**src/rtl/core/glc_ram.sv**
```systemverilog
`default_nettype none
// ----------------------------------------------------------------------------
// glc_ram
// Generic simple dual-port RAM, one write port, one registered read port.
// ----------------------------------------------------------------------------
module glc_ram #(
  parameter int WIDTH = 8,
  parameter int DEPTH = 16,
  parameter int AW    = (DEPTH > 1) ? $clog2(DEPTH) : 1
) (
  input  wire logic             clk,
  input  wire logic             we,
  input  wire logic [AW-1:0]    waddr,
  input  wire logic [WIDTH-1:0] wdata,
  input  wire logic [AW-1:0]    raddr,
  output logic      [WIDTH-1:0] rdata
);

  logic [WIDTH-1:0] mem [DEPTH];

  always_ff @(posedge clk) begin
    if (we) begin
      mem[waddr] <= wdata;
    end
    rdata <= mem[raddr];
  end

endmodule

`default_nettype wire

```
**config.mk**
```make
export PLATFORM = sky130hd
export DESIGN_NAME = glc_ram
export DESIGN_NICKNAME = d
export VERILOG_FILES = /design/src/rtl/core/glc_ram.sv
export SDC_FILE = /design/constraint.sdc
export NUM_CORES = 1
export LEC_CHECK = 0
export BUFFER_PORTS_ARGS = -buffer_cell sky130_fd_sc_hd__buf_4
export CAP_MARGIN = 20
export CORE_UTILIZATION = 54
export CTS_CLUSTER_DIAMETER = 30
export CTS_CLUSTER_SIZE = 12
export DETAILED_ROUTE_END_ITERATION = 10
export PLACE_DENSITY_LB_ADDON = 0.2
export SETUP_SLACK_MARGIN = 0.2
export SKIP_LAST_GASP = 1
export SLEW_MARGIN = 15
export SYNTH_ARGS = -nofsm -noshare
export SYNTH_HDL_FRONTEND = slang
export SYNTH_SLANG_ARGS = --single-unit
```
**constraint.sdc**
```tcl
create_clock -name clk -period 1.8 [get_ports clk]
set_input_delay 0.36 -clock clk [delete_from_list [all_inputs] [get_ports clk]]
set_output_delay 0.36 -clock clk [all_outputs]
set_load 0.03 [all_outputs]
```
==> results.yml <==
status:
  outcome: "finished, final reports clean"
global_route:
  first_global_vias: 2547
  met2_usage_pct: 33.8
  use_met3_pct: 6.18
  grt-busiest-layer: "met2"
  grt_start_max_net_pins: 17
  grt_use_met1_pct: 29.9
  antenna_found_initial: 0
  gr-total-overflow: 0
  grt_pass1_wl_um: 14800
  track_usage_pct: 21.8
yosys:
  synthesis.nets: 247
  synth.area.top_cells: "edfxtp_1 75%, mux4_2 7.9%, mux4_1 7.1%"
  synth_top_area_cell: "edfxtp_1"
  yosys_warnings: 0
  synthCells: 229
  yosysSeqAreaShare_pct: 77.8
  syn_area_um2: 5150
  async_reset_ff_share_pct: 0
  postSynth.topFlopCell: "edfxtp_1"
  synth_edf_count: 128
  ys_types: 19
  synth_top_cell_area_share_pct: 74.7
  ys_ff_latch: 136
  syn_area_per_cell_um2: 22.5
layout:
  final_cell_mix: "128 x edfxtp_1, 44 x buf_4, 18 x mux4_2, 16 x a22oi_1, 16 x clkbuf_16"
  layout_commonest_cell: "edfxtp_1"
  layout-drive-gt1-share_pct: 31.8
  utilization_pct: 67.0
  finalNetCount: 304
  final_cell_area_um2: 6190
  multi_input_area_um2: 1060
  regArea_um2: 4000
  area_delta_synth_final_pct: 20.2
  fillers: 590
  insertedDiodeCount: 0
pwr:
  max-vdd-ir-drop_v: 0.000722
  p_leak_nw: 2.12
  powerDensity_nw_per_um2: 1150
placed_design:
  port_buffers: 25
  place_area_um2: 5640
  place_congestion: 0.771
  dpl.hpwl_um: 6170
detailed_routing:
  vias_per_cell: 5.74
  routed-via-count: 2457
  route.detailed.drc: 0
  wl_um: 9460
  drtIter0Drc: 176
  antenna_left: 0
  drt_pass1_iterations: 4
  wl_per_cell_um: 22.1
clock_tree:
  hold_buffers: 0
  clk_latency_ns: 0.51
  path_clk_slew_ns: 0.06
  htreeDepth: 4
  clkSinkCount: 136
  cts_tree: "done"
  numCtsBuffers: 17
  clk_path_buf_depth: 2
  postCtsSetupBuffers: 0
  cts_root_buf: "clkbuf_8"
  cts-resized-gates: 0
die:
  num_io_pins: 26
  initial_core_util_pct: 55.7
  fp.coreArea_um2: 9240
  die_y_um: 99.6
  dieArea_um2: 9930
  num_rows: 35
  die_w_um: 99.6
sta:
  setup_viol: 0
  final.setup_skew_ns: 0.0136
  final_hold_viol_count: 0
  rsz0062_at_grt: "no"
  worst_slew_pin_slew_ns: 0.629
  timing.final.crit_share_pct: 78.9
  timing.fmax_ghz: 0.704
  period_needed_ns: 1.42
  slew_headroom_pct: 57.9
  maxSlewViolCount: 0
  setup_tns_ns: 0
worst_setup_path:
  arrival_ns: 1.06
  r2r_cells: 3
  cp_num_buf_inv: 1
  path_max_fanout: 1
  required_ns: 1.44
  crit_family: "flip-flops"
  slowest_stage: "dfxtp_1"
  path_class: "reg2out"
  path_cells: "buf_4"
  critical_path_depth: 1
  critical_path.max_stage_delay_ns: 0.37
  worst_setup_path_start_kind: "register"
  end_kind: "primary output"
flow_run:
  drv_cap: 0
hold_path:
  holdPathStages: 1
  hp-class: "in2reg"
[path summary, 6_finish.rpt]
kind	from	end	slack [ns]
min reg2reg	mem[15][7]$_DFFE_PP_	rdata[7]$_DFF_P_	0.68
max reg2reg	mem[1][5]$_DFFE_PP_	rdata[5]$_DFF_P_	0.49
max	rdata[6]$_DFF_P_	rdata[6]	0.38
min	wdata[3]	mem[15][3]$_DFFE_PP_	0.16
[Yosys cell counts, types with 2 or more instances]
cell / instances
nand2_1: 9
clkdlybuf4s25_2: 3
mux4_2: 18
nor2_1: 13
nand2b_1: 2
mux4_1: 14
edfxtp_1: 128
buf_2: 3
a22oi_1: 16
buf_6: 3
nor3_1: 4
dfxtp_1: 8
nand3b_1: 2
[state kept, by name, indices dropped and copies added, names as in the netlist]
register	count
rdata	8
mem	128
[where the power goes]
part	internal (mW)	switching, mW
Clock	1.99	1.18
Combinational	0.177	0.222
Sequential	3.54	0.0240
Total	5.71	1.42
[routing by layer]
metal  wire [um]  part of all wire, %
met4         115                  1.2
met3         314                  3.3
met5           0                    0
met1        4180                   44
met2        4850                   51
[cell families after synthesis]
logic type | count (synthesis) | synth area share [%]
compound gates | 16 | 2.33
simple gates | 35 | 3.18
mux | 32 | 15.0
flops | 136 | 77.8
buf+inv | 10 | 1.68
[metrics by stage]
step	setup slack, ns	power (mW)	std cells	hold WS, ns
3_5_place_dp	0.126	4.04	396	0.665
6_report	0.379	7.14	428	0.158
4_1_cts	0.353	7.20	428	0.134
5_1_grt	0.352	7.36	428	0.145
2_1_floorplan	0.174	3.84	229	0.459
3_3_place_gp	0.115	4.02	396	0.658
[cell type report]
cell class                 count  share of cell area [%]
tap                          129                    2.61
multi-input combinational     83                    17.2
clock buffer                  23                    7.22
clock inverter                 9                    1.66
timing repair buffer          48                    6.63
sequential                   136                    64.7
Note: power is estimated with default switching activity, not from simulation.
